--- src/line_blob_segmenter_defines.svh ---
// Assertion macros shared by the line blob segmenter RTL.
// Needs i_clk and i_rst_n in the scope of each use.
`ifndef LINE_BLOB_SEGMENTER_DEFINES_SVH
`define LINE_BLOB_SEGMENTER_DEFINES_SVH

// Same-cycle implication, masked during reset.
`define LBS_ASSERT_NOW(label, ante, cons, msg) \
    label: assert property (@(posedge i_clk) disable iff (!i_rst_n) (ante) |-> (cons)) \
        else $error(msg);

// Next-cycle implication, masked during reset.
`define LBS_ASSERT_NEXT(label, ante, cons, msg) \
    label: assert property (@(posedge i_clk) disable iff (!i_rst_n) (ante) |=> (cons)) \
        else $error(msg);

`endif

--- src/lbs_pkg.sv ---
// Package for the line blob segmenter: widths, limits, register codes and
// the result record. No dependencies.
package lbs_pkg;

    localparam int MAX_LINE_PIXELS = 4096;
    localparam int POS_W           = 12;
    localparam int SPAN_W          = 13;
    localparam int LEVEL_W         = 8;
    localparam int COUNT_W         = 12;
    localparam int CFG_DATA_W      = 13;
    localparam int CFG_IDX_W       = 2;

    localparam logic [POS_W-1:0]   POS_MAX   = POS_W'(MAX_LINE_PIXELS - 1);
    localparam logic [SPAN_W-1:0]  DARK_MAX  = {SPAN_W{1'b1}};
    localparam logic [COUNT_W-1:0] COUNT_MAX = {COUNT_W{1'b1}};

    localparam logic [LEVEL_W-1:0] THRESHOLD_RST = LEVEL_W'(128);
    localparam logic [SPAN_W-1:0]  MIN_WIDTH_RST = SPAN_W'(1);
    localparam logic [SPAN_W-1:0]  MERGE_GAP_RST = SPAN_W'(0);

    typedef enum logic [CFG_IDX_W-1:0] {
        CFG_LEVEL_THRESHOLD = 2'd0,
        CFG_MIN_BLOB_WIDTH  = 2'd1,
        CFG_MERGE_GAP       = 2'd2
    } t_cfg_reg;

    typedef struct packed {
        logic               blob_found;
        logic [POS_W-1:0]   start_index;
        logic [SPAN_W-1:0]  end_index;
        logic               line_done;
        logic [COUNT_W-1:0] blobs_in_line;
    } t_result;

endpackage

--- src/lbs_ifs.sv ---
// Valid/ready channel interfaces of the line blob segmenter: pixel input,
// result output and register writes. Depends on lbs_pkg.
interface lbs_pixel_if;
    import lbs_pkg::*;
    logic               valid;
    logic               ready;
    logic [LEVEL_W-1:0] pixel_level;
    logic               line_end;
    modport source (output valid, output pixel_level, output line_end, input ready);
    modport sink (input valid, input pixel_level, input line_end, output ready);
endinterface

interface lbs_result_if;
    import lbs_pkg::*;
    logic               valid;
    logic               ready;
    logic               blob_found;
    logic [POS_W-1:0]   start_index;
    logic [SPAN_W-1:0]  end_index;
    logic               line_done;
    logic [COUNT_W-1:0] blobs_in_line;
    modport source (output valid, output blob_found, output start_index, output end_index,
                    output line_done, output blobs_in_line, input ready);
    modport sink (input valid, input blob_found, input start_index, input end_index,
                  input line_done, input blobs_in_line, output ready);
endinterface

interface lbs_cfg_if;
    import lbs_pkg::*;
    logic                  valid;
    logic                  ready;
    logic [CFG_IDX_W-1:0]  index;
    logic [CFG_DATA_W-1:0] data;
    modport source (output valid, output index, output data, input ready);
    modport sink (input valid, input index, input data, output ready);
endinterface

--- src/line_blob_segmenter.sv ---
// Top level of the line blob segmenter: per-pixel blob tracking and a
// two-entry result buffer. Depends on lbs_pkg, lbs_ifs and the defines header.
`include "line_blob_segmenter_defines.svh"

// The segmenter takes one gray pixel per clock and reports bright blobs of a
// scan line as (start, exclusive end) pairs. A pixel at or above the threshold
// register opens or extends a blob; dark runs up to merge_gap pixels are
// bridged, a longer one closes the blob one past its last bright pixel, and
// the pixel flagged line_end closes any open blob and reports the line's blob
// count, after which tracking restarts at pixel index 0. Blobs narrower than
// min_blob_width are dropped (a width of 0 behaves as 1). Throughput is one
// pixel per cycle: the whole per-pixel state update is a short chain of
// compares and subtracts on the registered state, done in the cycle the item
// is accepted. Results are registered in the result buffer before they reach
// the output. A two-entry result buffer decouples the sides:
// input ready drops only while both result entries are full, which takes a
// sink stalled over at least two results; any pixel then waits, whether it
// causes a result or not, and ready rises again the cycle after the sink
// takes an item. Registers may be written at any time but must only change
// while the block is idle.
module line_blob_segmenter (
    input  logic           i_clk,
    input  logic           i_rst_n,
    lbs_pixel_if.sink      i_pix,
    lbs_result_if.source   o_res,
    lbs_cfg_if.sink        i_cfg
);
    import lbs_pkg::*;

    // Configuration registers
    logic [LEVEL_W-1:0] r_thr;
    logic [SPAN_W-1:0]  r_min_w;
    logic [SPAN_W-1:0]  r_gap;

    // Line tracking state
    logic               r_inside, n_inside;
    logic [POS_W-1:0]   r_open, n_open;
    logic [SPAN_W-1:0]  r_dark, n_dark;
    logic [POS_W-1:0]   r_pos, n_pos;
    logic [COUNT_W-1:0] r_count, n_count;

    // Result buffer: head drives the port, skid catches one more item
    logic               r_hv, n_hv;
    logic               r_sv, n_sv;
    t_result            r_head, n_head;
    t_result            r_skid, n_skid;

    logic               accept, pop, push;
    logic               bright, last;
    logic [SPAN_W-1:0]  dark_inc;
    logic               gap_close, inside_after, do_close;
    logic [POS_W-1:0]   open_c;
    logic [SPAN_W-1:0]  dr_c;
    logic [POS_W-1:0]   span;
    logic               clamp;
    logic [SPAN_W-1:0]  end_c;
    logic [SPAN_W-1:0]  width_c;
    logic               rep;
    logic [COUNT_W-1:0] count_after;
    t_result            res;

    // Register writes are always taken
    assign i_cfg.ready = 1'b1;

    always_ff @(posedge i_clk) begin
        if (!i_rst_n) begin
            r_thr   <= THRESHOLD_RST;
            r_min_w <= MIN_WIDTH_RST;
            r_gap   <= MERGE_GAP_RST;
        end else if (i_cfg.valid) begin
            case (i_cfg.index)
                CFG_LEVEL_THRESHOLD: r_thr   <= i_cfg.data[LEVEL_W-1:0];
                CFG_MIN_BLOB_WIDTH:  r_min_w <= i_cfg.data;
                CFG_MERGE_GAP:       r_gap   <= i_cfg.data;
                default: ;
            endcase
        end
    end

    // Handshakes: accept whenever the skid entry is free
    assign i_pix.ready = !r_sv;
    assign accept      = i_pix.valid && !r_sv;
    assign pop         = r_hv && o_res.ready;

    assign bright   = i_pix.pixel_level >= r_thr;
    assign last     = i_pix.line_end;
    assign dark_inc = (r_dark == DARK_MAX) ? r_dark : r_dark + SPAN_W'(1);

    // A dark pixel inside a blob extends the run; past merge_gap it closes
    assign gap_close    = !bright && r_inside && (dark_inc > r_gap);
    assign inside_after = bright || (r_inside && !gap_close);
    assign do_close     = gap_close || (last && inside_after);

    // Blob being closed: start, and dark pixels trailing its last bright one
    assign open_c = (bright && !r_inside) ? r_pos : r_open;
    assign dr_c   = bright ? '0 : dark_inc;

    // End is one past the last bright pixel, never below start + 1
    assign span    = r_pos - open_c;
    assign clamp   = dr_c > {1'b0, span};
    assign end_c   = clamp ? ({1'b0, open_c} + SPAN_W'(1))
                           : ({1'b0, r_pos} + SPAN_W'(1) - dr_c);
    assign width_c = clamp ? SPAN_W'(1) : ({1'b0, span} + SPAN_W'(1) - dr_c);
    assign rep     = do_close && (width_c >= r_min_w);

    assign count_after = (rep && r_count != COUNT_MAX) ? r_count + COUNT_W'(1) : r_count;

    always_comb begin
        res.blob_found    = rep;
        res.start_index   = rep ? open_c : '0;
        res.end_index     = rep ? end_c : '0;
        res.line_done     = last;
        res.blobs_in_line = last ? count_after : '0;
    end

    assign push = accept && (rep || last);

    // Next tracking state; the last pixel of a line clears everything
    always_comb begin
        n_inside = r_inside;
        n_open   = r_open;
        n_dark   = r_dark;
        n_pos    = r_pos;
        n_count  = r_count;
        if (accept) begin
            if (last) begin
                n_inside = 1'b0;
                n_open   = '0;
                n_dark   = '0;
                n_pos    = '0;
                n_count  = '0;
            end else begin
                n_inside = inside_after;
                n_open   = open_c;
                n_dark   = (bright || !r_inside || gap_close) ? '0 : dark_inc;
                n_pos    = (r_pos == POS_MAX) ? r_pos : r_pos + POS_W'(1);
                n_count  = count_after;
            end
        end
    end

    // Result buffer update: pop moves skid to head, push fills the free slot
    always_comb begin
        n_hv   = r_hv;
        n_sv   = r_sv;
        n_head = r_head;
        n_skid = r_skid;
        if (pop) begin
            if (r_sv) begin
                n_head = r_skid;
                n_sv   = 1'b0;
            end else begin
                n_hv = 1'b0;
            end
        end
        if (push) begin
            if (!n_hv) begin
                n_head = res;
                n_hv   = 1'b1;
            end else begin
                n_skid = res;
                n_sv   = 1'b1;
            end
        end
    end

    always_ff @(posedge i_clk) begin
        if (!i_rst_n) begin
            r_inside <= 1'b0;
            r_open   <= '0;
            r_dark   <= '0;
            r_pos    <= '0;
            r_count  <= '0;
            r_hv     <= 1'b0;
            r_sv     <= 1'b0;
        end else begin
            r_inside <= n_inside;
            r_open   <= n_open;
            r_dark   <= n_dark;
            r_pos    <= n_pos;
            r_count  <= n_count;
            r_hv     <= n_hv;
            r_sv     <= n_sv;
        end
    end

    always_ff @(posedge i_clk) begin
        r_head <= n_head;
        r_skid <= n_skid;
    end

    assign o_res.valid         = r_hv;
    assign o_res.blob_found    = r_head.blob_found;
    assign o_res.start_index   = r_head.start_index;
    assign o_res.end_index     = r_head.end_index;
    assign o_res.line_done     = r_head.line_done;
    assign o_res.blobs_in_line = r_head.blobs_in_line;

    `LBS_ASSERT_NOW(a_skid_behind_head, r_sv, r_hv, "skid entry held without head entry")
    `LBS_ASSERT_NOW(a_dark_only_inside, r_dark != '0, r_inside, "dark run outside a blob")
    `LBS_ASSERT_NOW(a_blob_end_after_start, r_hv && r_head.blob_found,
        {1'b0, r_head.start_index} < r_head.end_index, "blob end not past start")
    `LBS_ASSERT_NEXT(a_line_end_clears, accept && last,
        r_pos == '0 && !r_inside && r_count == '0, "line state not cleared")

endmodule
--- src/flat_wrapper.sv ---
// flat-port wrapper written by rule: the top's interface ports become plain ports
module line_blob_segmenter_flat import lbs_pkg::*;
  (i_clk, i_rst_n, i_pix_valid, i_pix_pixel_level, i_pix_line_end, i_pix_ready, o_res_valid, o_res_blob_found, o_res_start_index, o_res_end_index, o_res_line_done, o_res_blobs_in_line, o_res_ready, i_cfg_valid, i_cfg_index, i_cfg_data, i_cfg_ready);
  lbs_pixel_if i_pix_i ();
  lbs_result_if o_res_i ();
  lbs_cfg_if i_cfg_i ();
  input  logic i_clk;
  input  logic i_rst_n;
  input wire logic [$bits(i_pix_i.valid)-1:0] i_pix_valid;
  input wire logic [$bits(i_pix_i.pixel_level)-1:0] i_pix_pixel_level;
  input wire logic [$bits(i_pix_i.line_end)-1:0] i_pix_line_end;
  output wire logic [$bits(i_pix_i.ready)-1:0] i_pix_ready;
  output wire logic [$bits(o_res_i.valid)-1:0] o_res_valid;
  output wire logic [$bits(o_res_i.blob_found)-1:0] o_res_blob_found;
  output wire logic [$bits(o_res_i.start_index)-1:0] o_res_start_index;
  output wire logic [$bits(o_res_i.end_index)-1:0] o_res_end_index;
  output wire logic [$bits(o_res_i.line_done)-1:0] o_res_line_done;
  output wire logic [$bits(o_res_i.blobs_in_line)-1:0] o_res_blobs_in_line;
  input wire logic [$bits(o_res_i.ready)-1:0] o_res_ready;
  input wire logic [$bits(i_cfg_i.valid)-1:0] i_cfg_valid;
  input wire logic [$bits(i_cfg_i.index)-1:0] i_cfg_index;
  input wire logic [$bits(i_cfg_i.data)-1:0] i_cfg_data;
  output wire logic [$bits(i_cfg_i.ready)-1:0] i_cfg_ready;
  assign i_pix_i.valid = i_pix_valid;
  assign i_pix_i.pixel_level = i_pix_pixel_level;
  assign i_pix_i.line_end = i_pix_line_end;
  assign i_pix_ready = i_pix_i.ready;
  assign o_res_valid = o_res_i.valid;
  assign o_res_blob_found = o_res_i.blob_found;
  assign o_res_start_index = o_res_i.start_index;
  assign o_res_end_index = o_res_i.end_index;
  assign o_res_line_done = o_res_i.line_done;
  assign o_res_blobs_in_line = o_res_i.blobs_in_line;
  assign o_res_i.ready = o_res_ready;
  assign i_cfg_i.valid = i_cfg_valid;
  assign i_cfg_i.index = i_cfg_index;
  assign i_cfg_i.data = i_cfg_data;
  assign i_cfg_ready = i_cfg_i.ready;
  line_blob_segmenter u_core (.i_clk(i_clk), .i_rst_n(i_rst_n), .i_pix(i_pix_i), .o_res(o_res_i), .i_cfg(i_cfg_i));
endmodule
--- config.mk ---
export PLATFORM = sky130hd
export DESIGN_NAME = line_blob_segmenter_flat
export DESIGN_NICKNAME = d
export VERILOG_FILES = /design/src/lbs_pkg.sv /design/src/lbs_ifs.sv /design/src/line_blob_segmenter.sv /design/src/flat_wrapper.sv
export VERILOG_INCLUDE_DIRS = /design/src /design/src/src
export SDC_FILE = /design/constraint.sdc
export NUM_CORES = 1
export LEC_CHECK = 0
export ABC_CLOCK_PERIOD_IN_PS = 23800
export BUFFER_PORTS_ARGS = -buffer_cell sky130_fd_sc_hd__buf_4
export CAP_MARGIN = 10
export CORE_MARGIN = 2
export CORE_UTILIZATION = 45
export DETAILED_ROUTE_END_ITERATION = 8
export PLACE_DENSITY = 0.64
export SYNTH_ARGS = -nofsm -noshare
export SYNTH_HDL_FRONTEND = slang
export SYNTH_SLANG_ARGS = --single-unit
--- constraint.sdc ---
create_clock -name i_clk -period 23.8 [get_ports i_clk]
set_input_delay 3.57 -clock i_clk [delete_from_list [all_inputs] [get_ports i_clk]]
set_output_delay 3.57 -clock i_clk [all_outputs]
set_load 0.1 [all_outputs]
; Word level (Yosys, flattened, before mapping)
; Cells that the tools add are included.
; W data, S select, Z words.
[totals]
in_bits = 29
mem_count = 0
output_inout_bits = 42
rom_bits = 0
reg_bits = 164
latchBits = 0
mem_bits_rw = 0
[classes]
magnitude_cmp = 4
eq_ne = 6
n_div = 0
n_reduce_logical = 25
n_mux = 26
bitwise = 0
add_sub_neg = 9
shifts = 0
multipliers = 0
[ops]
columns = operator, count
row1 = $mux W39, 4
row2 = $mux W12, 8
row3 = $mux W13, 7
row4 = $add A12 B1 Y13 const B, 3
row5 = $sub A13 B13 Y13, 2
row6 = $add A12 B1 Y12 const B, 2
row7 = $add A13 B1 Y13 const B, 1
row8 = $eq A13 B13 Y1 const B, 1
row9 = $ge A13 B13 Y1, 1
row10 = $gt A13 B12 Y1, 1
row11 = $gt A13 B13 Y1, 1
row12 = $eq A12 B12 Y1 const B, 1
row13 = $ne A12 B12 Y1 const B, 1
row14 = $sub A12 B12 Y12, 1
row15 = $logic_and A1 B1 Y1, 10
row16 = $reduce_and A2 Y1, 5
row17 = $ge A8 B8 Y1, 1
row18 = $mux W1, 7
row19 = $logic_or A1 B1 Y1, 5
row20 = $logic_not A1 Y1, 4
row21 = $eq A2 B1 Y1 const B, 1
row22 = $eq A2 B2 Y1 const B, 1
row23 = $logic_not A2 Y1, 1
row24 = $ne A2 B2 Y1 const B, 1

; Longest topological paths before layout
[logic_depth]
depth_word = 15
ltp_mapped = 39

; Worst setup path after synthesis
; No wires, ideal clock.
[synth_timing]
path_kind = input-to-reg
start = in i_pix_pixel_level[0]
end = reg u_core.r_skid[0] in the netlist's numbering (enable)
t_required_ns = 23.364
setup_slack_ns = 11.683
arrival_time_ns = 11.681
path_stages = 36
path_cell_list = inv_1 -> ha_1 -> nand2b_4 -> a2111oi_4 -> nor3_1 -> nor2_2 -> buf_4 -> buf_4 -> mux2i_1 -> ha_1 -> clkbuf_1 -> a21oi_1 -> o21a_1 -> a31oi_1 -> a211oi_1 -> a21oi_1 -> xor2_1 -> ha_1 -> clkbuf_1 -> nand2_1 -> nor2_1 -> o211ai_1 -> nand3_1 -> a22o_1 -> buf_2 -> clkbuf_1 -> nor2_1 -> ha_1 -> nand4_1 -> nor2_1 -> a211oi_1 -> o21ai_0 -> o21ai_1 -> buf_4 -> o31a_1 -> nor2_1
[synth_between]
elab_chain_cells = 13
[synth_rtl]
columns = element, line
row1 = "start, declared", flat_wrapper.sv:10  ; input wire logic [$bits(i_pix_i.pixel_level)-1:0] i_pix_pixel_level;
row2 = $ge A8 B8 Y1 *, line_blob_segmenter.sv:85  ; assign bright = i_pix.pixel_level >= r_thr;
row3 = "parallel branches: the longest is 8 deep, another holds $add A12 B1 Y13", --
row4 = $logic_and A1 B1 Y1 *, line_blob_segmenter.sv:104  ; assign rep = do_close && (width_c >= r_min_w);
row5 = $logic_or A1 B1 Y1 *, line_blob_segmenter.sv:116  ; assign push = accept && (rep || last);
row6 = $logic_and A1 B1 Y1 *, line_blob_segmenter.sv:116
row7 = $reduce_and A2 Y1 (no source line) *, --
row8 = "end signal, assigned", line_blob_segmenter.sv:189  ; r_skid <= n_skid;
row9 = "end, declared", line_blob_segmenter.sv:46  ; t_result r_skid, n_skid;
; Mark *: on every way between the ends.
; A chain may end at the register's enable or synchronous reset.

; Final worst setup path
[layout_timing]
start = in i_pix_pixel_level[0]
end = reg u_core.r_skid[21] in the netlist's numbering (enable)
; The elaborated chain is that of the path after synthesis.

==> flow_summary.yaml <==
cells_and_area:
  drive_gt1_share_pct: 14.41
  antenna_cells: 0
  nets: 1434
  fill_cells: 2212
  area_delta_synth_final_pct: 12.27
synth:
  synth_top_area_share_pct: 23.25
  ys.flop_type: "dfxtp_1"
  syn_avg_cell_area_sq_um: 8.570
  synth-edff-count: 39
  synth_nets: 1391
  yosysWarningCount: 0
  synth_most_common_cell: "nand2_1"
  ys_async_sr_fraction_pct: 0
  seq_area_frac_synth_pct: 34.13
  synth_cell_types: 72
  synthCells: 1256
  synth_area_leaders: "dfxtp_1, ha_1, edfxtp_1"
  mappedNetlistArea_sq_mm: 0.01076
  synth_top_cell_by_area: "dfxtp_1"
  synth_seq_cells: 164
  yosys-top-cells-count: "nand2_1, nor2_1, dfxtp_1"
clock_tree:
  ctsResizeCount: 0
  clk_path_buf_depth: 2
  clock_sinks: 164
  cts_hold_buf: 0
  h-tree-depth: 4
  clk_pin_slew_ns: 0.07
  cts_buffers: 17
  clockRootBuffer: "clkbuf_16"
  cts_tree: "built"
  cts_setup_buffers: 0
  clk_latency_ns: 0.44
critical_path:
  timing.critical_path.mode_cell: "ha_1"
  cp.arrival_ns: 12.00
  cp-start-kind: "input port"
  cpMaxStageDelayCell: "nor2_4"
  cp_max_fo: 39
  max_stage_delay_ns: 0.93
  critPathCaptureType: "register"
  critPathKind: "input port to register"
  cp.required_ns: 23.85
placed_design:
  portBuffers: 69
  place.gp.congestion: 0.9070
  detailed_place_hpwl_mm: 20.14
hold_path:
  min_path_type: "register to register"
power:
  cellLeakagePower_nw: 4.990
  max-vdd-ir-drop_uv: 55.54
  powerDensity_mw_per_mm2: 66.35
  power_mw: 0.8019
floorplanning:
  start_util_pct: 45.86
  die_h_um: 158.7
  die_w_um: 158.7
  core_sq_mm: 0.02347
  dieArea_sq_mm: 0.02517
  fp-row-count: 56
  io_pins: 71
timing:
  skew_ns: 0.02008
  setup_tns_ns: 0
  final_hold_viol_count: 0
  fin_crit_sh_pct: 50.24
  relSlewSlack_pct: 23.46
  period_minus_slack_ns: 11.96
  setup_violations: 0
  fmax_mhz: 83.64
  worst_pin_slew_ns: 1.145
  rsz0062_at_grt: "false"
  final-max-slew-violation-count: 0
drt:
  initialDrtViolationCount: 511
  dr_total_vias: 8953
  wire_per_inst_um: 16.79
  dr.pass1.iters: 5
  drc: 0
  wirelength_mm: 27.38
  drtAntennaViolNets: 0
  vias_per_cell: 5.489
global_routing:
  grt_pass1_wl_mm: 44.28
  globalRouteTotalUtil_pct: 22.42
  grt_pass1_vias: 8573
  grt.overflow.total: 0
  antenna_found_initial: 0
  grt_max_degree: 66
status:
  status: "finished clean"
flow_run:
  drv_cap: 0
==> cell families after synthesis <==
group | Yosys count | share of synthesized area [%]
multiplexers | 87 | 8.730
AO/OA/AOI/OAI | 252 | 14.84
XOR/XNOR | 68 | 5.533
AND/OR/NAND/NOR | 442 | 19.10
adder cells (fa/ha/maj) | 107 | 12.62
flip-flops | 164 | 34.13
buffers and inverters | 135 | 5.010
other | 1 | 0.03484
==> layer usage <==
metal / up-vias / part of all wire (%) / GRT usage (%)
li1: 4525 / - / -
met4: 0 / 2.4 / 7.336
met1: 4160 / 48 / 30.83
met3: 37 / 4.3 / 2.885
met5: - / 0 / 0
met2: 231 / 45 / 36.47
==> flip-flops by register name, summed over array words and instances (netlist names) <==
name / cells
u_core.o_res.blobs_in_line: 12
u_core.o_res.blob_found: 1
u_core.o_res.valid: 1
u_core.r_inside: 1
u_core.r_min_w: 13
u_core.r_thr: 8
u_core.r_open: 12
u_core.r_count: 12
u_core.r_sv: 1
u_core.r_pos: 12
u_core.r_skid: 39
u_core.r_gap: 13
u_core.o_res.start_index: 12
u_core.o_res.line_done: 1
u_core.o_res.end_index: 13
u_core.r_dark: 13
==> power by group <==
group          total, mW  switching, mW  internal [mW]
clock              0.270          0.130          0.140
sequential         0.300        0.00537          0.295
combinational      0.232          0.158         0.0740
total              0.802          0.293          0.508
==> worst max-delay path: cells and delay by family <==
family	cells	cell delay (ns)
muxes	1	0.38
and+or+nand+nor	10	2.12
buffers and inverters	4	0.70
xor gates and xnor gates	1	0.17
adders and majority gates	4	1.46
AOI/OAI and AO/OA	12	3.54
==> placed cells by master (no fill, tap or decap), drive strengths merged, types with 8 or more instances in the layout <==
| master | count |
|---|---|
| nand2 | 139 |
| inv | 87 |
| nor3 | 24 |
| a211oi | 11 |
| a22oi | 13 |
| nor2 | 138 |
| and3 | 13 |
| a21o | 12 |
| or3 | 11 |
| nand3 | 38 |
| mux2 | 55 |
| xnor2 | 42 |
| edfxtp | 39 |
| o31ai | 12 |
| or2 | 10 |
| o22ai | 8 |
| nand4 | 22 |
| xor2 | 26 |
| mux2i | 32 |
| o21ai | 45 |
| o211ai | 12 |
| and2 | 11 |
| buf | 77 |
| ha | 103 |
| dfxtp | 125 |
| a21oi | 96 |
| clkbuf | 18 |
==> per-stage QoR <==
stage | hold WS (ns) | setup WS [ns] | area [sq um] | instances | utilization, %
finish | 0.4552 | 11.84 | 12090 | 1631 | 51.49
global route | 0.4676 | 11.29 | 12090 | 1631 | 51.49
CTS | 0.4578 | 11.88 | 12090 | 1631 | 51.49
detailed placement | 0.4483 | 11.44 | 11530 | 1599 | 49.11
global placement | 0.4426 | 11.66 | 11530 | 1599 | 49.11
floorplan | 0.4363 | 11.68 | 10760 | 1256 | -
==> cell type report <==
cell class | count | area, sq um | share of cell area (%)
Multi-Input combinational cell | 957 | 6569 | 54.35
Sequential cell | 164 | 3674 | 30.40
Timing Repair Buffer | 77 | 578.1 | 4.783
Clock buffer | 18 | 439.2 | 3.634
Tap cell | 319 | 399.1 | 3.303
Inverter | 82 | 307.8 | 2.547
Clock inverter | 14 | 118.9 | 0.9835
==> final timing paths <==
path | start | end | slack, ns | depth (start not counted)
max | i_pix_pixel_level[0] | u_core.r_skid[21] | 11.84 | 32
min | u_core.r_gap[6] | u_core.r_gap[6] | 0.46 | 2
max reg2reg | u_core.r_thr[0] | u_core.r_skid[21] | 14.77 | 30
min reg2reg | u_core.r_gap[6] | u_core.r_gap[6] | 0.46 | 2
No activity file was read; power rests on OpenSTA's default activity.
